### src/hw/rtl/jek_pkg.sv
// Shared types and constants for the joystick event to key translator.
// No dependencies; imported by joystick_event_to_key and its test bench.
package jek_pkg;

  // Request payload: one joystick event.
  typedef struct packed {
    logic [7:0]         event_type;
    logic [7:0]         event_number;
    logic signed [15:0] event_value;
  } event_t;

  // Result payload: one key report.
  typedef struct packed {
    logic [1:0] status;
    logic [1:0] key_group;
    logic [7:0] key_number;
    logic       key_down;
  } key_t;

  localparam logic [1:0] ST_NOTHING = 2'd0;
  localparam logic [1:0] ST_KEY     = 2'd1;
  localparam logic [1:0] ST_ERROR   = 2'd2;

  localparam logic [1:0] ZONE_CENTRE = 2'd0;
  localparam logic [1:0] ZONE_PLUS   = 2'd1;
  localparam logic [1:0] ZONE_MINUS  = 2'd2;

  localparam logic [1:0] GROUP_BUTTON = 2'd0;

  localparam int TYPE_BUTTON_BIT = 0;
  localparam int TYPE_AXIS_BIT   = 1;
  localparam int TYPE_INIT_BIT   = 7;
  localparam logic [6:0] TYPE_BUTTON_ONLY = 7'h01;

  localparam logic [14:0] THRESHOLD_RESET = 15'd500;

  localparam int          PADDR_W      = 3;
  localparam logic [0:0]  REG_THRESHOLD = 1'b0;

endpackage

### src/hw/rtl/jek_ram.sv
// Generic single-write, single-read RAM with registered read data.
// No dependencies.
module jek_ram #(
  parameter int WIDTH = 2,
  parameter int DEPTH = 256
) (
  input  logic                                    clk,
  input  logic                                    we,
  input  logic [((DEPTH > 1) ? $clog2(DEPTH) : 1)-1:0] waddr,
  input  logic [WIDTH-1:0]                        wdata,
  input  logic                                    re,
  input  logic [((DEPTH > 1) ? $clog2(DEPTH) : 1)-1:0] raddr,
  output logic [WIDTH-1:0]                        rdata
);

  logic [WIDTH-1:0] mem [DEPTH];

  always_ff @(posedge clk) begin
    if (we) begin
      mem[waddr] <= wdata;
    end
    if (re) begin
      rdata <= mem[raddr];
    end
  end

endmodule

### src/hw/rtl/joystick_event_to_key.sv
// Joystick event to key translator: one event in, one key report out.
// Pipeline: the event register, then the result register; takes one event per cycle
// while key_stall does not hold the result register, set by the single
// read port of the axis zone RAM, with a bypass for back-to-back same-axis events.
// Reset: button levels clear, all axes read as centre (valid bits), threshold 500.
// Depends on jek_pkg and jek_ram.
module joystick_event_to_key #(
  parameter int AXES    = 256,
  parameter int BUTTONS = 32
) (
  input  logic                          clk,
  input  logic                          rst,
  input  logic                          psel,
  input  logic                          penable,
  input  logic                          pwrite,
  input  logic [jek_pkg::PADDR_W-1:0]   paddr,
  input  logic [31:0]                   pwdata,
  output logic [31:0]                   prdata,
  output logic                          pready,
  input  jek_pkg::event_t               ev,
  input  logic                          ev_valid,
  output logic                          ev_stall,
  output jek_pkg::key_t                 key,
  output logic                          key_valid,
  input  logic                          key_stall
);

  import jek_pkg::*;

  localparam int AXW = (AXES > 1) ? $clog2(AXES) : 1;
  localparam int BTW = (BUTTONS > 1) ? $clog2(BUTTONS) : 1;

  // Configuration
  logic [14:0] threshold;
  logic        cfg_write;
  logic        cfg_hit;

  assign pready    = 1'b1;
  assign cfg_hit   = (paddr[PADDR_W-1 -: 1] == REG_THRESHOLD);
  assign cfg_write = psel && penable && pwrite && cfg_hit;
  assign prdata    = cfg_hit ? {17'd0, threshold} : 32'd0;

  // Pipeline control
  logic   s1_valid;
  event_t s1;
  logic   advance;
  logic   ev_take;

  assign advance  = !key_valid || !key_stall;
  assign ev_stall = s1_valid && !advance;
  assign ev_take  = ev_valid && !ev_stall;

  // State
  logic [BUTTONS-1:0] button_levels;
  logic [BUTTONS-1:0] button_levels_next;
  logic [AXES-1:0]    zone_valid;
  logic [1:0]         ram_q;
  logic               bypass_hit;
  logic [1:0]         bypass_zone;

  // Stage-1 decode
  logic [6:0]         typ;
  logic               init;
  logic [AXW-1:0]     aidx;
  logic [BTW-1:0]     bidx;
  logic               btn_ok;
  logic               axis_ok;
  logic               stored_bit;
  logic               new_level;
  logic [1:0]         old_zone;
  logic [1:0]         new_zone;
  logic signed [16:0] val_ext;
  logic signed [16:0] thr_ext;
  logic               zone_we;
  key_t               res;

  assign typ      = s1.event_type[6:0];
  assign init     = s1.event_type[TYPE_INIT_BIT];
  assign aidx     = s1.event_number[AXW-1:0];
  assign bidx     = s1.event_number[BTW-1:0];
  assign btn_ok   = ({1'b0, s1.event_number} < 9'(BUTTONS));
  assign axis_ok  = ({1'b0, s1.event_number} < 9'(AXES));
  assign val_ext  = {s1.event_value[15], s1.event_value};
  assign thr_ext  = {2'b00, threshold};

  always_comb begin
    stored_bit = button_levels[bidx];
    new_level  = (s1.event_value == 16'sd1);
    if (bypass_hit) begin
      old_zone = bypass_zone;
    end else if (zone_valid[aidx]) begin
      old_zone = ram_q;
    end else begin
      old_zone = ZONE_CENTRE;
    end
    if (val_ext > thr_ext) begin
      new_zone = ZONE_PLUS;
    end else if (val_ext < -thr_ext) begin
      new_zone = ZONE_MINUS;
    end else begin
      new_zone = ZONE_CENTRE;
    end
  end

  always_comb begin
    res                = '0;
    res.status         = ST_ERROR;
    button_levels_next = button_levels;
    zone_we            = 1'b0;
    if (typ[TYPE_BUTTON_BIT]) begin
      if (btn_ok) begin
        // Drop an init event that matches the stored level.
        if (init && typ == TYPE_BUTTON_ONLY &&
            s1.event_value == {15'd0, stored_bit}) begin
          res.status = ST_NOTHING;
        end else begin
          button_levels_next[bidx] = new_level;
          res.status     = ST_KEY;
          res.key_group  = GROUP_BUTTON;
          res.key_number = s1.event_number;
          res.key_down   = new_level;
        end
      end
    end else if (typ[TYPE_AXIS_BIT]) begin
      if (axis_ok) begin
        if (new_zone == old_zone) begin
          res.status = ST_NOTHING;
        end else begin
          zone_we        = 1'b1;
          res.status     = ST_KEY;
          res.key_number = s1.event_number;
          if (new_zone == ZONE_CENTRE) begin
            res.key_group = old_zone;
            res.key_down  = 1'b0;
          end else begin
            res.key_group = new_zone;
            res.key_down  = 1'b1;
          end
        end
      end
    end
  end

  logic zone_wr;
  assign zone_wr = s1_valid && advance && zone_we;

  jek_ram #(
    .WIDTH (2),
    .DEPTH (AXES)
  ) u_zone_ram (
    .clk   (clk),
    .we    (zone_wr),
    .waddr (aidx),
    .wdata (new_zone),
    .re    (ev_take),
    .raddr (ev.event_number[AXW-1:0]),
    .rdata (ram_q)
  );

  always_ff @(posedge clk) begin
    if (rst) begin
      threshold     <= THRESHOLD_RESET;
      s1_valid      <= 1'b0;
      key_valid     <= 1'b0;
      button_levels <= '0;
      zone_valid    <= '0;
      bypass_hit    <= 1'b0;
    end else begin
      if (cfg_write) begin
        threshold <= pwdata[14:0];
      end
      if (ev_take) begin
        s1_valid <= 1'b1;
        // The RAM read misses a write to the same axis in this cycle: forward it.
        bypass_hit <= zone_wr && (aidx == ev.event_number[AXW-1:0]);
      end else if (advance) begin
        s1_valid <= 1'b0;
      end
      if (advance) begin
        key_valid <= s1_valid;
      end
      if (s1_valid && advance) begin
        button_levels <= button_levels_next;
        if (zone_we) begin
          zone_valid[aidx] <= 1'b1;
        end
      end
    end
  end

  always_ff @(posedge clk) begin
    if (ev_take) begin
      s1          <= ev;
      bypass_zone <= new_zone;
    end
    if (advance) begin
      key <= res;
    end
  end

endmodule

### config.mk
export PLATFORM = sky130hd
export DESIGN_NAME = joystick_event_to_key
export DESIGN_NICKNAME = d
export VERILOG_FILES = /design/src/hw/rtl/jek_pkg.sv /design/src/hw/rtl/jek_ram.sv /design/src/hw/rtl/joystick_event_to_key.sv
export SDC_FILE = /design/constraint.sdc
export NUM_CORES = 1
export LEC_CHECK = 0
export BUFFER_PORTS_ARGS = -buffer_cell sky130_fd_sc_hd__buf_2
export CAP_MARGIN = 10
export CORE_UTILIZATION = 40
export DETAILED_ROUTE_END_ITERATION = 6
export HOLD_SLACK_MARGIN = 0.1
export SLEW_MARGIN = 30
export SYNTH_ARGS = -nofsm -noshare
export SYNTH_HDL_FRONTEND = slang
export SYNTH_SLANG_ARGS = --single-unit
### constraint.sdc
create_clock -name clk -period 7.7 [get_ports clk]
set_input_delay 0.77 -clock clk [delete_from_list [all_inputs] [get_ports clk]]
set_output_delay 0.77 -clock clk [all_outputs]
set_load 0.005 [all_outputs]
==> results of run 1 <==
==> registers in the layout (all words and copies together), names as in the netlist, 8 cells and up <==
name / count
button_levels: 32
s1: 23
u_zone_ram.mem: 512
zone_valid: 256
threshold: 15
aidx: 8
key: 13
==> cell families after synthesis <==
group           after synthesis
flops                       867
simple gates                660
buf+inv                     547
compound gates              448
mux                         271
fa+ha+maj                    32
xor+xnor                     19
other cells                   2
==> per-stage QoR <==
step / instances / instance area [sq um]
after floorplan: 2862 / 38140
after global placement: 3966 / 39220
after detailed placement: 3966 / 39230
after CTS: 4133 / 42230
after global routing: 4135 / 42270
final: 4136 / 42270
==> worst min path at each step <==
stage / from / endpoint
2_1_floorplan: zone_valid[177]$_SDFFE_PP0P_ / zone_valid[177]$_SDFFE_PP0P_
3_3_place_gp: zone_valid[177]$_SDFFE_PP0P_ / zone_valid[177]$_SDFFE_PP0P_
3_5_place_dp: zone_valid[200]$_SDFFE_PP0P_ / zone_valid[200]$_SDFFE_PP0P_
4_1_cts: ev[4] / s1[4]$_DFFE_PP_
5_1_grt: ev[6] / s1[6]$_DFFE_PP_
6_report: ev[4] / s1[4]$_DFFE_PP_
==> worst reg2reg max path: cells and delay by family (launching register included) <==
kind	cells	cell delay [ns]
buf+inv	2	1.28
compound gates	7	1.59
xor+xnor	1	0.16
simple gates	7	1.95
fa+ha+maj	1	0.27
flops	1	0.35
==> power by group through the flow <==
stage          Combinational [W]  Clock, W  Sequential [W]
2_1_floorplan           0.000503         0         0.00511
3_3_place_gp            0.000706         0         0.00511
3_5_place_dp            0.000726         0         0.00511
4_1_cts                 0.000726   0.00447         0.00501
5_1_grt                 0.000773   0.00467         0.00501
6_report                0.000732   0.00441         0.00501
==> metal layers <==
| layer | track usage (%) | share of wire (%) |
|---|---|---|
| met1 | 29.24 | 41 |
| met2 | 34.88 | 48 |
| met3 | 3.618 | 7.9 |
| met4 | 7.606 | 3.0 |
| met5 | 0 | 0 |
==> cell type report <==
class	instances	area share (%)
antenna	2	0.01184
multi-input combinational	1448	30.35
sequential	867	54.34
clock inverter	47	1.077
clock buffer	120	6.009
inverter	269	2.424
timing repair buffer	129	2.069
tap	1254	3.712
==> cell usage in the layout, fill, tap and decap left out, types with 6 or more instances in the layout <==
cell,instances
sky130_fd_sc_hd__edfxtp_1,561
sky130_fd_sc_hd__dfxtp_1,306
sky130_fd_sc_hd__inv_1,267
sky130_fd_sc_hd__nor3_1,236
sky130_fd_sc_hd__o32ai_1,235
sky130_fd_sc_hd__mux4_2,208
sky130_fd_sc_hd__nand2_1,150
sky130_fd_sc_hd__nor2_1,100
sky130_fd_sc_hd__clkbuf_16,93
sky130_fd_sc_hd__buf_2,81
sky130_fd_sc_hd__a21oi_1,62
sky130_fd_sc_hd__o21ai_0,49
sky130_fd_sc_hd__nor4_1,42
sky130_fd_sc_hd__nand3_1,40
sky130_fd_sc_hd__mux2i_1,39
sky130_fd_sc_hd__buf_4,37
sky130_fd_sc_hd__ha_1,32
sky130_fd_sc_hd__a22oi_1,31
sky130_fd_sc_hd__nand2b_1,24
sky130_fd_sc_hd__clkinv_2,21
sky130_fd_sc_hd__conb_1,18
sky130_fd_sc_hd__xnor2_1,17
sky130_fd_sc_hd__o41ai_1,16
sky130_fd_sc_hd__nor2b_1,14
sky130_fd_sc_hd__mux2_2,12
sky130_fd_sc_hd__clkbuf_1,12
sky130_fd_sc_hd__nand4_1,11
sky130_fd_sc_hd__mux4_1,11
sky130_fd_sc_hd__clkbuf_8,10
sky130_fd_sc_hd__bufinv_16,8
sky130_fd_sc_hd__clkinv_1,8
sky130_fd_sc_hd__o22ai_1,7
sky130_fd_sc_hd__and2_1,7
sky130_fd_sc_hd__a211o_1,6
==> impl_results.md, run 1 <==
* Post-synthesis xor/xnor area fraction at 0.4370%
* Standard-cell rows at 112
* Number of global-route vias before repair at 25.15k
* Placeable Area at 93750 sq um
* Ordered list of cells on the worst path: nor2_1 > nand3_1 > nor4_1 > nand3_1 > nor2_1 > xnor2_1 > ha_1 > o21ai_0 > a21oi_1 > o21ai_0 > a31oi_1 > o22ai_1 > nand2_1 > o221a_2 > a22oi_2 > buf_4 > buf_4 > nor3_1
* First drt pass iteration count at 7
* Synth async-reset ratio at 0%
* Proportion of layout cells with a drive suffix above 1 at 18.02%
* Final Hold Violating Endpoints at 0
* I/O pin count at 122
* Count of flip-flops with a built-in enable after synthesis at 561
* Most common cell in the synthesized netlist: sky130_fd_sc_hd__edfxtp_1
* Final Critical Period at 5.895 ns
* Fin util at 45.09%
* Setup clock skew after layout at 0.03340 ns
* Setup repair after global routing missed its margin: false
* Total vias in the final route at 24.85k
* Period utilization at 76.56%
* CP arrival at 6.25 ns
* Cell-internal power at 0.007785 W
* Area growth syn-to-layout at 11.00%
* Critical path capture point type: flop
* Sequential cell area fraction in the yosys report at 60.32%
* Top cell type by total area after synthesis: sky130_fd_sc_hd__edfxtp_1
* Critical-path maximum fanout at 72
* Least-Margin Pin Slew at 1.038 ns
* Post-synthesis compound-gate area fraction at 9.002%
* CTS HTree Levels at 3
* Total of cells resized after clock tree synthesis at 0
* Synthesized area divided by synthesized cell count at 13.38 sq um
* Logic depth of the worst setup path including buffers at 18
* Required time of the critical path at 8.05 ns
* Number of buffers and inverters on the critical path at 2
* Worst reg2reg path depth at 18
* Fin. max-slew vios at 0
* Leading cell types by total area after synthesis: sky130_fd_sc_hd__edfxtp_1 (44%), sky130_fd_sc_hd__dfxtp_1 (16%), sky130_fd_sc_hd__mux4_2 (12%)
* Dominant combinational cell family by area after synthesis: multiplexers
* Total power consumption of the routed design at 0.01015 W
* Number of flip-flops and latches in the synthesized netlist at 867
* Start point of the critical path: threshold[2]$_SDFFE_PP1P_
* Peak VDD IR at 150.4 uV
* Post-synthesis mux area share at 14.51%
* Reg2Reg Launch Point: threshold[2]$_SDFFE_PP1P_
* Area share of the leading cell type in the synthesized netlist at 44.24%
* Leakage power at 12.95 nW
* Synth top cells by count: sky130_fd_sc_hd__edfxtp_1 (561), sky130_fd_sc_hd__dfxtp_1 (306), sky130_fd_sc_hd__inv_1 (269)
* Timing-limited maximum frequency at 0.1696 GHz
* Last weighted congestion value of the routability-driven placer at 0.8643
* Maximum number of pins on one net before global-route repair at 163
* Source-to-sink clock delay at the later pin of the worst-skew pair at 0.66 ns
* Delay of the slowest critical-path stage at 0.71 ns
* Number of buffers added for setup after CTS at 0
* Setup violation total in the final timing report at 0
* Share of synthesized cell area in and, or, nand and nor gates at 8.378%
* Clock tree from TritonCTS: yes
* Combinational Power Share at 7.2%
* Global-route wire length before repair at 158.9 mm
* Fill cell total of the finished layout at 8195
* Drt drc at 0
* Average wire per standard cell at 25.59 microns
* Pwr Density at 240.1 nW/um^2
* First DRT Iteration DRCs at 2692
* Fin nets at 2912
* Share of total power consumed by net switching at 23.30%
* Min-delay worst type: in2reg
* Number of buffers created by CTS at 91
* Area of the die at 96440 sq um
* Post-route antenna net violation count at 0
* Number of unique standard cell types used by synthesis at 66
* End of the worst register-to-register path: u_zone_ram.mem[239][0]$_DFFE_PP_
* Total standard cell area after synthesis at 38080 sq um
* Aggregate global-route resource usage at 21.55%
* Worst Hold Margin at 0.3031 ns
* Clock Power Share at 43.5%
* CTS max path bufs at 3
* Reg-to-reg slack, setup at 1.81 ns
* Clock transition at the registers of the reported paths at 0.06 ns
* Max-capacitance violation count at 0
* Top FF cell, synth: sky130_fd_sc_hd__edfxtp_1
* Area used by multi-input combinational logic at 12830 sq um
* Number of warnings issued by yosys at 0
* Critical path startpoint category: flop
* Share of synthesized cell area in full adder, half adder and majority cells at 1.051%
* Place WS at 1.946 ns
* Accumulated negative setup slack at 0 ns
* Root buffer selected by CTS: sky130_fd_sc_hd__clkbuf_16
* Crit Path Class: reg2reg
* Antenna violations before repair at 6
* Number of buffer cells added on primary ports at 84
* Worst slew margin relative to its limit at 30.64%
* Hold Path Depth at 1
* Sink count of the clock tree at 867
* Width of the die at 310.6 microns
* GRT Residual Overflow at 0
* Slack of the critical path at 1.805 ns
* Gate count after technology mapping at 2846
* Final routed wirelength across all metal layers at 105.8 mm
* Status: finished, final reports clean
* Kind of cell adding the most delay to the critical path: simple AND/OR/NAND/NOR gates
* Net Sw Power at 0.002364 W
* Initial core utilization at 40.62%
* Via-per-instance ratio at 6.008
* Die Y-Extent at 310.6 microns
* Storage element area at 22970 sq um
* # hold bufs at CTS at 0
* Post-DP HPWL at 63.64 mm
* Flop pwr share at 49.3%
* Critical path's slowest cell: sky130_fd_sc_hd__buf_4
* Termination of the worst setup path: u_zone_ram.mem[239][0]$_DFFE_PP_
(Power assumes the default switching activity.)
==> run 2, diff against run 1 <==
==> constraint.sdc (replaced) <==
create_clock -name clk -period 5.6 [get_ports clk]
set_input_delay 0.56 -clock clk [delete_from_list [all_inputs] [get_ports clk]]
set_output_delay 0.56 -clock clk [all_outputs]
set_load 0.005 [all_outputs]
==> run 2 against run 1 <==
Effect of this change:
- hold slack got worse by 0.17 ns
- setup slack got worse by 1.1 ns
- fmax rose by 21%
- critical path depth fell by 1
- largest power group unchanged
==> impl_results.md, run 2 (synthesis gave the netlist of run 1 again) <==
* Clock Power Share at 43.4% (about the same)
* Total of cells resized after clock tree synthesis at 0 (unchanged)
* GRT Residual Overflow at 0 (unchanged)
* Setup violation total in the final timing report at 0 (unchanged)
* Kind of cell adding the most delay to the critical path: simple AND/OR/NAND/NOR gates
* Delay of the slowest critical-path stage at 0.54 ns (-0.17 ns)
* Regs by FF count: u_zone_ram.mem (512), zone_valid (256), button_levels (32)
* Number of buffer cells added on primary ports at 84 (unchanged)
* Final Critical Period at 4.886 ns (-1.009 ns)
* Fin. max-slew vios at 0 (unchanged)
* Most common cell on crit path: sky130_fd_sc_hd__nor4_1
* Initial core utilization at 40.62% (unchanged)
* Max FFs per register at 512 (unchanged)
* Final std cell area, no fill at 42880 sq um (+1.4%)
* Accumulated negative setup slack at 0 ns (unchanged)
* CTS HTree Levels at 3 (unchanged)
* First drt pass iteration count at 7 (unchanged)
* Final Hold Violating Endpoints at 0 (unchanged)
* Pwr Density at 327.2 nW/um^2 (+36%)
* Antenna violations before repair at 6 (unchanged)
* Sink count of the clock tree at 867 (unchanged)
* Number of buffers created by CTS at 90 (-1.1%)
* Required time of the critical path at 5.95 ns (-2.10 ns)
* Critical path startpoint category: flop
* Aggregate global-route resource usage at 21.70% (+0.15 points)
* Net Sw Power at 0.003315 W (+40%)
* Ordered list of cells on the worst path: nor2_1 > nand3_1 > nor4_1 > nand3_1 > nor4_1 > xnor2_1 > ha_1 > and4_1 > o21ai_0 > a31oi_1 > o22ai_1 > buf_4 > mux2_2 > o221a_2 > a22oi_2 > buf_12 > nor4_1
* Cell-internal power at 0.01071 W (+38%)
* Critical path capture point type: flop
* Slack of the critical path at 0.7138 ns (-1.091 ns)
* Total power consumption of the routed design at 0.01403 W (+38%)
* Source-to-sink clock delay at the later pin of the worst-skew pair at 0.67 ns (about the same)
* Post-route antenna net violation count at 0 (unchanged)
* Area used by multi-input combinational logic at 12820 sq um (about the same)
* Period utilization at 87.25% (+11 points)
* Crit Path Class: reg2reg
* Commonest non-fill, non-tap cell in the layout: sky130_fd_sc_hd__edfxtp_1
* Proportion of layout cells with a drive suffix above 1 at 18.39% (+0.37 points)
* Global-route wire length before repair at 160.3 mm (+0.90%)
* Worst Hold Margin at 0.1312 ns (-0.1719 ns)
* Timing-limited maximum frequency at 0.2047 GHz (+21%)
* Root buffer selected by CTS: sky130_fd_sc_hd__clkbuf_16
* Area of the die at 96440 sq um (unchanged)
* Width of the die at 310.6 microns (unchanged)
* Number of buffers and inverters on the critical path at 2 (unchanged)
* Top library cells by usage in the layout, fill and taps aside: sky130_fd_sc_hd__edfxtp_1 (561), sky130_fd_sc_hd__dfxtp_1 (306), sky130_fd_sc_hd__inv_1 (267)
* Via-per-instance ratio at 5.997 (-0.19%)
* Area growth syn-to-layout at 12.59%
* CTS max path bufs at 3 (unchanged)
* Average wire per standard cell at 25.20 microns (-1.5%)
* Fin nets at 2972 (+2.1%)
* Critical path's slowest cell: sky130_fd_sc_hd__nor4_1
* Setup repair after global routing missed its margin: false
* Flop pwr share at 49.1% (-0.2 points)
* Min-delay worst type: in2reg
* Standard-cell rows at 112 (unchanged)
* Fill cell total of the finished layout at 8173 (-0.27%)
* CP arrival at 5.23 ns (-1.02 ns)
* Share of total power consumed by net switching at 23.63% (+0.33 points)
* Place WS at 0.8728 ns (-1.073 ns)
* Leakage power at 13.22 nW (+2.1%)
* # hold bufs at CTS at 28 (+28)
* Peak VDD IR at 243.6 uV (+62%)
* Number of global-route vias before repair at 25.85k (+2.8%)
* Worst slew margin relative to its limit at 30.11% (-0.53 points)
* Drt drc at 0 (unchanged)
* Placeable Area at 93750 sq um (unchanged)
* Max-capacitance violation count at 0 (unchanged)
* Post-DP HPWL at 67.02 mm (+5.3%)
* Total vias in the final route at 25.17k (+1.3%)
* Clock transition at the registers of the reported paths at 0.06 ns (about the same)
* Combinational Power Share at 7.5% (+0.3 points)
* I/O pin count at 122 (unchanged)
* Number of buffers added for setup after CTS at 0 (unchanged)
* Setup clock skew after layout at 0.03205 ns (-0.001360 ns)
* Most flop-heavy register: u_zone_ram.mem
* Critical-path maximum fanout at 122 (+69%)
* Die Y-Extent at 310.6 microns (unchanged)
* Maximum number of pins on one net before global-route repair at 123 (-25%)
* Clock tree from TritonCTS: yes
* Storage element area at 22970 sq um (unchanged)
* Placed standard-cell area at 39580 sq um (+0.89%)
* Last weighted congestion value of the routability-driven placer at 0.8900 (+3.0%)
* Least-Margin Pin Slew at 1.045 ns (+0.007084 ns)
* Status: finished, final reports clean
* First DRT Iteration DRCs at 2833 (+5.2%)
* Final routed wirelength across all metal layers at 105.8 mm (about the same)
[run 2: area by class of cell]
cell class / instances / area share, %
Antenna cell: 1 / 0.005836
Clock buffer: 118 / 5.807
Clock inverter: 50 / 1.188
Inverter: 269 / 2.372
Multi-Input combinational cell: 1448 / 29.90
Sequential cell: 867 / 53.58
Tap cell: 1254 / 3.659
Timing Repair Buffer: 190 / 3.493
[run 2: worst paths after layout]
kind	slack, ns	cells past startpoint	to	from
setup / recovery	0.71	17	u_zone_ram.mem[193][1]$_DFFE_PP_	threshold[2]$_SDFFE_PP1P_
hold / removal	0.13	2	threshold[8]$_SDFFE_PP1P_	pwdata[8]
setup reg to reg	0.71	17	u_zone_ram.mem[193][1]$_DFFE_PP_	threshold[2]$_SDFFE_PP1P_
hold reg to reg	0.45	2	zone_valid[102]$_SDFFE_PP0P_	zone_valid[102]$_SDFFE_PP0P_
[run 2: power by group through the flow]
stage / logic, W / registers [W] / clock network [W]
floorplan: 0.000692 / 0.00703 / 0
global placement: 0.00100 / 0.00703 / 0
detailed placement: 0.00102 / 0.00703 / 0
CTS: 0.00104 / 0.00689 / 0.00616
global route: 0.00111 / 0.00689 / 0.00641
finish: 0.00105 / 0.00689 / 0.00608
[run 2: routing by layer]
layer | part of all wire, % | vias up | track usage (%)
met1 | 42 | 12870 | 29.26
met5 | 0.0066 | - | 0
met4 | 3.6 | 2 | 8.168
met3 | 7.2 | 241 | 3.958
met2 | 47 | 1060 | 34.87
li1 | - | 10995 | -
[run 2: worst reg2reg max path, cell delays in order (launching register included)]
cell and delay [ns]:
sky130_fd_sc_hd__dfxtp_1 0.35, sky130_fd_sc_hd__nor2_1 0.15, sky130_fd_sc_hd__nand3_1 0.14, sky130_fd_sc_hd__nor4_1 0.54, sky130_fd_sc_hd__nand3_1 0.26, sky130_fd_sc_hd__nor4_1 0.29, sky130_fd_sc_hd__xnor2_1 0.13, sky130_fd_sc_hd__ha_1 0.28
sky130_fd_sc_hd__and4_1 0.18, sky130_fd_sc_hd__o21ai_0 0.08, sky130_fd_sc_hd__a31oi_1 0.17, sky130_fd_sc_hd__o22ai_1 0.09, sky130_fd_sc_hd__buf_4 0.17, sky130_fd_sc_hd__mux2_2 0.27, sky130_fd_sc_hd__o221a_2 0.25, sky130_fd_sc_hd__a22oi_2 0.43
sky130_fd_sc_hd__buf_12 0.43, sky130_fd_sc_hd__nor4_1 0.37
[run 2: metrics by stage]
| step | utilization (%) | cells |
|---|---|---|
| 2_1_floorplan | - | 2862 |
| 3_3_place_gp | 42.21 | 4000 |
| 3_5_place_dp | 42.22 | 4000 |
| 4_1_cts | 45.72 | 4196 |
| 5_1_grt | 45.73 | 4197 |
| 6_report | 45.73 | 4197 |
